==> src/afcp_pkg.sv <==
// Package for the ASCII frame checksum parser.
// Holds the transaction types, character codes, status codes and parser phases.
// It depends on nothing else.
`default_nettype none

package afcp_pkg;

   // Default for the largest field index plus one.
   localparam int MaxFieldsDefault = 64;

   // Number of result slots in the output queue.
   localparam int OutqDepth = 4;

   // Character codes.
   localparam logic [7:0] CharStart  = 8'h53;  // 'S'
   localparam logic [7:0] CharEnd    = 8'h45;  // 'E'
   localparam logic [7:0] CharCheck  = 8'h43;  // 'C'
   localparam logic [7:0] CharVerify = 8'h56;  // 'V'
   localparam logic [7:0] CharComma  = 8'h2C;  // ','
   localparam logic [7:0] CharZero   = 8'h30;  // '0'
   localparam logic [7:0] CharNine   = 8'h39;  // '9'

   // Result kinds.
   localparam logic KindField   = 1'b0;
   localparam logic KindVerdict = 1'b1;

   // Frame verdict codes.
   localparam logic [1:0] StatusOk        = 2'd0;
   localparam logic [1:0] StatusNoEnd     = 2'd1;
   localparam logic [1:0] StatusNoFields  = 2'd2;
   localparam logic [1:0] StatusMismatch  = 2'd3;

   typedef enum logic [2:0] {
      PH_WAIT,
      PH_FIELDS,
      PH_AFTER_E,
      PH_CHECK,
      PH_DONE
   } phase_type;

   typedef struct packed {
      logic [7:0] char_code;
      logic       end_of_string;
   } req_type;

   typedef struct packed {
      logic        item_kind;
      logic [5:0]  field_index;
      logic [15:0] field_value;
      logic [1:0]  frame_status;
      logic [6:0]  fields_seen;
      logic        last_result;
   } rsp_type;

   // Results produced by one accepted character, in delivery order.
   typedef struct packed {
      logic [1:0] count;
      rsp_type    first;
      rsp_type    second;
   } push_type;

endpackage

`default_nettype wire

==> src/afcp_if.sv <==
// Valid/ready channel interfaces for the ASCII frame checksum parser.
// Depends on afcp_pkg for the payload types.
`default_nettype none

interface afcp_req_if;
   import afcp_pkg::*;
   logic    valid;
   logic    ready;
   req_type data;
   modport source (output valid, output data, input ready);
   modport sink   (input valid, input data, output ready);
endinterface

interface afcp_rsp_if;
   import afcp_pkg::*;
   logic    valid;
   logic    ready;
   rsp_type data;
   modport source (output valid, output data, input ready);
   modport sink   (input valid, input data, output ready);
endinterface

`default_nettype wire

==> src/ascii_frame_checksum_parser.sv <==
// Top level of the ASCII frame checksum parser.
// Depends on afcp_pkg, afcp_if, afcp_parse and afcp_outq.
`default_nettype none

// Channel    Direction  Transaction
// req_chan   in         one character: char_code, end_of_string
// rsp_chan   out        one result: field (index, value) or frame verdict
// csr_*      in         write of skip_first_in_sum, no read-back
//
// One character is taken per clock while ready, and its results enter a four-slot queue
// at the same edge, so they are offered from registered slots. A character that yields
// two results (a field closed by ',' or 'E' on the last character, then the verdict)
// goes out as two transactions; the input is ready while at most two slots are in use.
// Reset is synchronous and active high; it empties the queue, clears the parser and
// sets skip_first_in_sum to 1. A stall on rsp_chan stalls req_chan once three slots fill.

module ascii_frame_checksum_parser #(
   parameter int MAX_FIELDS = afcp_pkg::MaxFieldsDefault
) (
   input  wire logic   clock,
   input  wire logic   reset,
   afcp_req_if.sink    req_chan,
   afcp_rsp_if.source  rsp_chan,
   input  wire logic   csr_wr_en,
   input  wire logic   csr_wr_data
);
   import afcp_pkg::*;

   // Mode register: when set, field 0 (the address) is left out of the sum.
   logic     skip_first_ff, skip_first_in;
   logic     room;
   logic     accept;
   push_type push;

   assign skip_first_in = csr_wr_en ? csr_wr_data : skip_first_ff;

   always_ff @(posedge clock) begin
      if (reset) begin
         skip_first_ff <= 1'b1;
      end else begin
         skip_first_ff <= skip_first_in;
      end
   end

   // A character is accepted whenever the queue can take the two results it may
   // produce; the parser then writes its results in the same cycle.
   assign req_chan.ready = room;
   assign accept         = req_chan.valid && room;

   afcp_parse #(
      .MAX_FIELDS (MAX_FIELDS)
   ) u_parse (
      .clock      (clock),
      .reset      (reset),
      .accept     (accept),
      .req_data   (req_chan.data),
      .skip_first (skip_first_ff),
      .push       (push)
   );

   afcp_outq u_outq (
      .clock    (clock),
      .reset    (reset),
      .push     (push),
      .room     (room),
      .rsp_chan (rsp_chan)
   );

endmodule

`default_nettype wire

==> src/afcp_parse.sv <==
// Per-character frame parser: phase state machine, field and checksum accumulators.
// Depends on afcp_pkg; produces up to two results per accepted character.
`default_nettype none

module afcp_parse #(
   parameter int MAX_FIELDS = afcp_pkg::MaxFieldsDefault
) (
   input  wire logic               clock,
   input  wire logic               reset,
   input  wire logic               accept,
   input  afcp_pkg::req_type       req_data,
   input  wire logic               skip_first,
   output afcp_pkg::push_type      push
);
   import afcp_pkg::*;

   localparam int CountCap = (MAX_FIELDS < 127) ? MAX_FIELDS : 127;
   localparam int IdxMax   = MAX_FIELDS - 1;

   phase_type   phase_ff, phase_in, phase_step;
   logic [15:0] accum_ff, accum_in;
   logic [6:0]  low_ff, low_in;
   logic        has_ff, has_in;
   logic        bad_ff, bad_in;
   logic [6:0]  count_ff, count_in, count_step;
   logic [6:0]  sum_ff, sum_in, sum_step;
   logic [6:0]  check_ff, check_in, check_step;
   logic        cbad_ff, cbad_in, cbad_step;

   logic [7:0]  c;
   logic        eos;
   logic        digit;
   logic [3:0]  d;
   logic        is_sep;
   logic        fld_fire;
   logic [19:0] accum_mul;
   logic [15:0] accum_sat;
   logic [10:0] low_mul;
   logic [10:0] check_mul;
   logic [8:0]  count_ext;
   logic [8:0]  idx_full;
   logic [6:0]  field_low;
   logic [6:0]  chk_final;
   logic [1:0]  status;
   rsp_type     field_rsp;
   rsp_type     verdict_rsp;

   assign c      = req_data.char_code;
   assign eos    = req_data.end_of_string;
   assign digit  = (c >= CharZero) && (c <= CharNine);
   assign d      = digit ? 4'(c - CharZero) : 4'd0;
   assign is_sep = (c == CharComma) || (c == CharEnd);

   assign accum_mul = {4'd0, accum_ff} * 20'd10 + {16'd0, d};
   assign accum_sat = (accum_mul > 20'd65535) ? 16'hFFFF : accum_mul[15:0];
   assign low_mul   = {4'd0, low_ff} * 11'd10 + {7'd0, d};
   assign check_mul = {4'd0, check_ff} * 11'd10 + {7'd0, d};

   assign fld_fire  = accept && (phase_ff == PH_FIELDS) && is_sep && has_ff;
   assign field_low = bad_ff ? 7'd0 : low_ff;
   assign count_ext = {2'd0, count_ff};
   assign idx_full  = (count_ext < 9'(IdxMax)) ? count_ext : 9'(IdxMax);

   // Next state.
   always_comb begin
      phase_step = phase_ff;
      accum_in   = accum_ff;
      low_in     = low_ff;
      has_in     = has_ff;
      bad_in     = bad_ff;
      count_step = count_ff;
      sum_step   = sum_ff;
      check_step = check_ff;
      cbad_step  = cbad_ff;
      case (phase_ff)
         PH_WAIT: begin
            if (c == CharStart) phase_step = PH_FIELDS;
         end
         PH_FIELDS: begin
            if (is_sep) begin
               if (has_ff) begin
                  if (!(skip_first && count_ff == 7'd0)) sum_step = sum_ff + field_low;
                  if ({2'd0, count_ff} < 9'(CountCap)) count_step = count_ff + 7'd1;
                  accum_in = '0;
                  low_in   = '0;
                  has_in   = 1'b0;
                  bad_in   = 1'b0;
               end
               if (c == CharEnd) phase_step = PH_AFTER_E;
            end else begin
               has_in = 1'b1;
               if (digit) begin
                  accum_in = accum_sat;
                  low_in   = low_mul[6:0];
               end else begin
                  bad_in = 1'b1;
               end
            end
         end
         PH_AFTER_E: begin
            if (c == CharCheck) phase_step = PH_CHECK;
         end
         PH_CHECK: begin
            if (c == CharVerify) phase_step = PH_DONE;
            else if (digit) check_step = check_mul[6:0];
            else cbad_step = 1'b1;
         end
         default: begin
         end
      endcase

      // The verdict closes the frame and clears everything.
      phase_in = phase_step;
      count_in = count_step;
      sum_in   = sum_step;
      check_in = check_step;
      cbad_in  = cbad_step;
      if (eos) begin
         phase_in = PH_WAIT;
         accum_in = '0;
         low_in   = '0;
         has_in   = 1'b0;
         bad_in   = 1'b0;
         count_in = '0;
         sum_in   = '0;
         check_in = '0;
         cbad_in  = 1'b0;
      end
   end

   always_ff @(posedge clock) begin
      if (reset) begin
         phase_ff <= PH_WAIT;
         accum_ff <= '0;
         low_ff   <= '0;
         has_ff   <= 1'b0;
         bad_ff   <= 1'b0;
         count_ff <= '0;
         sum_ff   <= '0;
         check_ff <= '0;
         cbad_ff  <= 1'b0;
      end else if (accept) begin
         phase_ff <= phase_in;
         accum_ff <= accum_in;
         low_ff   <= low_in;
         has_ff   <= has_in;
         bad_ff   <= bad_in;
         count_ff <= count_in;
         sum_ff   <= sum_in;
         check_ff <= check_in;
         cbad_ff  <= cbad_in;
      end
   end

   // Verdict, judged on the state after this character.
   assign chk_final = cbad_step ? 7'd0 : check_step;

   always_comb begin
      if (phase_step == PH_WAIT || phase_step == PH_FIELDS) begin
         status = StatusNoEnd;
      end else if (count_step == 7'd0) begin
         status = StatusNoFields;
      end else if (phase_step == PH_CHECK || phase_step == PH_DONE) begin
         status = (chk_final != sum_step) ? StatusMismatch : StatusOk;
      end else begin
         status = StatusOk;
      end
   end

   // Outputs.
   always_comb begin
      field_rsp              = '0;
      field_rsp.item_kind    = KindField;
      field_rsp.field_index  = idx_full[5:0];
      field_rsp.field_value  = bad_ff ? 16'd0 : accum_ff;
      field_rsp.last_result  = !eos;

      verdict_rsp              = '0;
      verdict_rsp.item_kind    = KindVerdict;
      verdict_rsp.frame_status = status;
      verdict_rsp.fields_seen  = count_step;
      verdict_rsp.last_result  = 1'b1;

      push        = '0;
      push.second = verdict_rsp;
      if (fld_fire) begin
         push.first = field_rsp;
         push.count = eos ? 2'd2 : 2'd1;
      end else if (accept && eos) begin
         push.first = verdict_rsp;
         push.count = 2'd1;
      end else begin
         push.first = field_rsp;
      end
   end

endmodule

`default_nettype wire

==> src/afcp_outq.sv <==
// Result queue: takes up to two results per cycle, hands out one per transaction.
// Depends on afcp_pkg and afcp_if.
`default_nettype none

module afcp_outq (
   input  wire logic          clock,
   input  wire logic          reset,
   input  afcp_pkg::push_type push,
   output logic               room,
   afcp_rsp_if.source         rsp_chan
);
   import afcp_pkg::*;

   localparam int PtrW = $clog2(OutqDepth);
   localparam int CntW = $clog2(OutqDepth + 1);

   rsp_type           slot_ff [OutqDepth];
   logic [PtrW-1:0]   wptr_ff, wptr_in;
   logic [PtrW-1:0]   rptr_ff, rptr_in;
   logic [CntW-1:0]   count_ff, count_in;
   logic              pop;
   logic [PtrW-1:0]   wptr_next;

   assign room           = count_ff <= CntW'(OutqDepth - 2);
   assign rsp_chan.valid = count_ff != '0;
   assign rsp_chan.data  = slot_ff[rptr_ff];
   assign pop            = rsp_chan.valid && rsp_chan.ready;
   assign wptr_next      = wptr_ff + PtrW'(1);

   assign wptr_in  = wptr_ff + PtrW'(push.count);
   assign rptr_in  = rptr_ff + PtrW'(pop);
   assign count_in = count_ff + CntW'(push.count) - CntW'(pop);

   always_ff @(posedge clock) begin
      if (reset) begin
         wptr_ff  <= '0;
         rptr_ff  <= '0;
         count_ff <= '0;
      end else begin
         wptr_ff  <= wptr_in;
         rptr_ff  <= rptr_in;
         count_ff <= count_in;
      end
   end

   always_ff @(posedge clock) begin
      if (push.count != 2'd0) slot_ff[wptr_ff] <= push.first;
      if (push.count == 2'd2) slot_ff[wptr_next] <= push.second;
   end

   a_count_bound: assert property (@(posedge clock) disable iff (reset)
      count_ff <= CntW'(OutqDepth))
      else $error("result queue over capacity");

   a_push_needs_room: assert property (@(posedge clock) disable iff (reset)
      (push.count != 2'd0) |-> room)
      else $error("results pushed without room");

   a_pair_order: assert property (@(posedge clock) disable iff (reset)
      (push.count == 2'd2) |->
         (push.first.item_kind == KindField && push.second.item_kind == KindVerdict
          && !push.first.last_result))
      else $error("result pair out of order");

endmodule

`default_nettype wire
==> src/flat_wrapper.sv <==
// flat-port wrapper written by rule: the top's interface ports become plain ports
module ascii_frame_checksum_parser_flat import afcp_pkg::*;
#(
   parameter int MAX_FIELDS = afcp_pkg::MaxFieldsDefault
)
  (clock, reset, csr_wr_en, csr_wr_data, req_chan_valid, req_chan_data, req_chan_ready, rsp_chan_valid, rsp_chan_data, rsp_chan_ready);
  afcp_req_if req_chan_i ();
  afcp_rsp_if rsp_chan_i ();
  input  wire logic clock;
  input  wire logic reset;
  input  wire logic csr_wr_en;
  input  wire logic csr_wr_data;
  input wire logic [$bits(req_chan_i.valid)-1:0] req_chan_valid;
  input wire logic [$bits(req_chan_i.data)-1:0] req_chan_data;
  output wire logic [$bits(req_chan_i.ready)-1:0] req_chan_ready;
  output wire logic [$bits(rsp_chan_i.valid)-1:0] rsp_chan_valid;
  output wire logic [$bits(rsp_chan_i.data)-1:0] rsp_chan_data;
  input wire logic [$bits(rsp_chan_i.ready)-1:0] rsp_chan_ready;
  assign req_chan_i.valid = req_chan_valid;
  assign req_chan_i.data = req_chan_data;
  assign req_chan_ready = req_chan_i.ready;
  assign rsp_chan_valid = rsp_chan_i.valid;
  assign rsp_chan_data = rsp_chan_i.data;
  assign rsp_chan_i.ready = rsp_chan_ready;
  ascii_frame_checksum_parser #(.MAX_FIELDS(MAX_FIELDS)) u_core (.clock(clock), .reset(reset), .req_chan(req_chan_i), .rsp_chan(rsp_chan_i), .csr_wr_en(csr_wr_en), .csr_wr_data(csr_wr_data));
endmodule
==> config.mk <==
export PLATFORM = sky130hd
export DESIGN_NAME = ascii_frame_checksum_parser_flat
export DESIGN_NICKNAME = d
export VERILOG_FILES = /design/src/afcp_pkg.sv /design/src/afcp_if.sv /design/src/ascii_frame_checksum_parser.sv /design/src/afcp_parse.sv /design/src/afcp_outq.sv /design/src/flat_wrapper.sv
export SDC_FILE = /design/constraint.sdc
export NUM_CORES = 1
export LEC_CHECK = 0
export BUFFER_PORTS_ARGS = -buffer_cell sky130_fd_sc_hd__buf_2
export CORE_ASPECT_RATIO = 1.25
export CORE_MARGIN = 5
export CORE_UTILIZATION = 50
export CTS_BUF_LIST = sky130_fd_sc_hd__clkbuf_16
export CTS_CLUSTER_SIZE = 12
export DETAILED_ROUTE_END_ITERATION = 8
export HOLD_SLACK_MARGIN = 0.08
export PLACE_DENSITY_LB_ADDON = 0.15
export SYNTH_ARGS = -nofsm -noshare
export SYNTH_HDL_FRONTEND = slang
export SYNTH_SLANG_ARGS = --single-unit
==> constraint.sdc <==
create_clock -name clock -period 7.6 [get_ports clock]
set_input_delay 1.52 -clock clock [delete_from_list [all_inputs] [get_ports clock]]
set_output_delay 1.52 -clock clock [all_outputs]
set_load 0.1 [all_outputs]
==> results.md <==
- RR Startpoint: u_core.u_parse.accum_ff[1]$_SDFFE_PP0P_
- Cells after Synth: 1033
- Cells along the critical path: buf_2 > nand4bb_2 > nor3b_1 > ha_1 > ha_1 > a311oi_1 > or3_1 > a32oi_1 > o211ai_1 > a2111oi_0 > nand4_1 > a21oi_2 > nor2_1
- Root Buffer: clkbuf_16
- Die Height: 170 µm
- Routability cong.: 0.908
- Hold_buf cts: 0
- DRC: 0
- Sequential fraction of the synthesis area: 40.5%
- Seq cells post-synth: 190
- Outcome: finished, final reports clean
- P per Cell Area: 227 nW/µm²
- Post-CTS Setup Bufs: 0
- DR iter-0 viols: 535
- Max Root-Sink Buffers: 2
- CP max stage cell: nor3b_1
- Synth Warn #: 0
- Final period util: 59.7%
- Mapped Area: 10300 µm²
- Layout cells sized above 1: 14.1%
- Largest net degree at the start of global routing: 46
- Grt ovf: 0
- Data required time of the worst path: 7.76 ns
- Dpl cells: 1303
- Clock sink count: 190
- Crit. End Element: flip-flop
- Post-DP HPWL: 17.2 mm
- Synth Flop Type: dfxtp_1
- Final Skew: 0.0118 ns
- Critical Path Fanout Max: 5
- Max Slew Vio Count: 0
- Number of flops mapped to enable cells by yosys: 36
- Final wirelength: 24.7 mm
- TNS Setup: 0 ns
- F_max: 0.220 GHz
- RSZ-0062 raised after global routing: false
- TritonRoute pass-1 iters: 5
- Worst Hold Launch: u_core.u_outq.slot_ff[3][32]$_SDFFE_PP1P_
- Final worst setup slack: 3.06 ns
- Full die area: 23500 µm²
- Cell variety after synth: 85
- Final setup viols: 0
- Via count: 7910
- Worst slew margin: 24.5%
- TritonCTS Buffers: 17
- PortBufs: 49
- First-pass GRT wire length: 40.6 mm
- Floorplan core area: 20200 µm²
- Via count of the first global-routing pass: 7861
- Cts repair resizes: 0
- Lkg Pwr: 4.42 nW
- Pre-CTS setup slack: 2.64 ns
- Post-layout minimum cycle time: 4.54 ns
- WHS Endpoint: u_core.u_outq.slot_ff[3][32]$_SDFFE_PP1P_
- Worst EP arrival: 4.69 ns
- Crit path buf inv count: 1
- Overall Global Routing Usage: 21.2%
- Cell row count: 58
- TritonCTS clock tree: done
- Average size of a mapped cell: 9.95 µm²
- MaxCap Viol Count: 0
- Clock Pin Slew Worst Setup and Hold Paths: 0.07 ns
- Clock latency on the worst-skew pair: 0.44 ns
- H-tree Lvls: 4
- Die W: 138 µm
- Post-Layout Cell Count: 1335
- # diodes: 0
- Reg2Reg Capture Point: u_core.u_parse.accum_ff[9]$_SDFFE_PP0P_
- CP Launch Type: input port
- Hold path cells: 2
- Hold_ws: 0.446 ns
- Initial Util: 50.9%
- Syn_nets: 1111
- Hold Vio Cnt, Final: 0
- Initial antenna violation count: 0
- Post-synth ARST share: 0%
- CP dominant cell by count: ha_1
- Nets: 1130
- IO Pins: 50
- DR WL/cell: 18.5 µm
- Peak VDD IR: 0.177 mV
- Avg Vias per Cell: 5.93
- R2r setup slk: 3.70 ns
- Post-layout util: 56.3%
- Hold WC Path Type: flip-flop to flip-flop
- Slew at the pin closest to its max-slew limit: 1.13 ns
- Slowest stage delay, CP: 0.46 ns
- Antenna viol nets, final: 0
- Worst path top cell family by delay: simple AND/OR/NAND/NOR gates
- Layout area overhead: 10.5%
- WS Path Type: input port to flip-flop
- Worst Reg-to-Reg Cells: 13
## where the power goes
group	leakage, nW	internal (W)	switching (W)	total (W)
combinational	2.55	0.000147	0.000398	0.000545
sequential	1.57	0.00106	0.0000518	0.00111
clock	0.303	0.000455	0.000464	0.000919
## layout by cell type (no fill, tap or decap), types with 7 or more instances in the layout
cell and count:
nand3_1 20, nand2b_1 8, clkinv_8 8, ha_1 58, nand2_1 81, a22oi_1 21, edfxtp_1 36, mux4_2 33
inv_1 28, or3_1 9, and3_1 8, o21ai_0 56, buf_4 8, a221o_1 15, a22o_1 64, buf_2 49
xor2_1 20, nor3_1 21, mux2i_1 7, clkbuf_16 17, nor2_1 111, dfxtp_1 152, a21o_1 7, xnor2_1 34
a21oi_1 40, nor2b_1 21
## worst max-delay path by stage
stage          cells past startpoint                               endpoint        startpoint
2_1_floorplan                     12  u_core.u_outq.slot_ff[0][9]$_DFFE_PP_  req_chan_data[7]
3_3_place_gp                      13  u_core.u_outq.slot_ff[0][9]$_DFFE_PP_  req_chan_data[8]
3_5_place_dp                      13  u_core.u_outq.slot_ff[0][9]$_DFFE_PP_  req_chan_data[7]
4_1_cts                           13  u_core.u_outq.slot_ff[0][9]$_DFFE_PP_  req_chan_data[7]
5_1_grt                           13  u_core.u_outq.slot_ff[0][9]$_DFFE_PP_  req_chan_data[7]
6_report                          13  u_core.u_outq.slot_ff[0][9]$_DFFE_PP_  req_chan_data[7]
## sequential cells by signal, summed over array words and instances, names as in the netlist
name                     flops
u_core.u_outq.slot_ff      132
u_core.u_outq.wptr_ff        2
u_core.u_parse.has_ff        1
u_core.u_parse.accum_ff     16
u_core.u_parse.count_ff      7
u_core.skip_first_ff         1
u_core.u_parse.low_ff        7
u_core.u_parse.bad_ff        1
u_core.u_outq.count_ff       3
u_core.u_parse.cbad_ff       1
u_core.u_outq.rptr_ff        2
u_core.u_parse.sum_ff        7
u_core.u_parse.check_ff      7
u_core.u_parse.phase_ff      3
## through the flow
step	cell area, µm²	total power [W]
global route	11400	0.00268
finish	11400	0.00257
floorplan	10300	0.00157
global placement	10700	0.00168
detailed placement	10700	0.00168
CTS	11400	0.00260
## metal layers
layer | GRT usage [%] | vias up | routed length [µm]
li1 | - | 3896 | -
met1 | 27.7 | 3856 | 11400
met3 | 3.71 | 27 | 775
met4 | 5.89 | 0 | 507
met5 | 0 | - | 0
met2 | 36.6 | 131 | 12000
## cell usage after synthesis (4+ instances only)
master      n  area share, %
dfxtp_1   154             30
nor2_1    111            4.1
nand2_1    81            3.0
a22o_1     64            5.5
ha_1       58            7.1
o21ai_0    56            2.7
clkbuf_1   44            1.6
a21oi_1    40            1.9
edfxtp_1   36             11
xnor2_1    34            2.9
mux4_2     33            7.2
inv_1      28            1.0
nor3_1     24            1.2
a22oi_1    21            1.5
nor2b_1    21            1.3
nand3_1    20           0.97
xor2_1     20            1.7
a221o_1    15            1.5
or3_1       9           0.55
and3_1      8           0.49
mux2i_1     8           0.78
nand2b_1    8           0.49
a21o_1      7           0.51
a31oi_1     6           0.37
and2_1      6           0.37
buf_2       6           0.29
nand4_1     6           0.37
o31ai_1     6           0.44
a211oi_1    5           0.37
fa_1        5           0.97
o211ai_1    5           0.37
and4_1      4           0.34
buf_1       4           0.15
nand3b_1    4           0.29
## cell families after synthesis
logic type,Yosys count,share of synthesized area (%)
AO/OA/AOI/OAI,269,19.3
buffers and inverters,85,3.26
AND/OR/NAND/NOR,328,15.9
multiplexers,42,8.12
XOR/XNOR,55,4.82
flip-flops,190,40.5
adder cells (fa/ha/maj),64,8.14
## worst reg2reg max path: stages, from the launching register on
cell      delay (ns)
dfxtp_1         0.57
ha_1            0.31
ha_1            0.24
inv_1           0.08
fa_1            0.21
nor2b_1         0.07
o2111a_1        0.30
o31ai_1         0.34
a311oi_2        0.20
nor4_2          0.35
and4_1          0.26
mux2i_1         0.29
a31oi_4         0.23
a221o_1         0.32
## layout make-up
type | count | area, µm²
clock buffer | 17 | 425
clock inverter | 15 | 209
fill | 1835 | 8820
inverter | 28 | 105
multi-input combinational | 758 | 5810
sequential | 190 | 4170
tap | 270 | 338
timing repair buffer | 57 | 305
No activity file was read; power rests on OpenSTA's default activity.
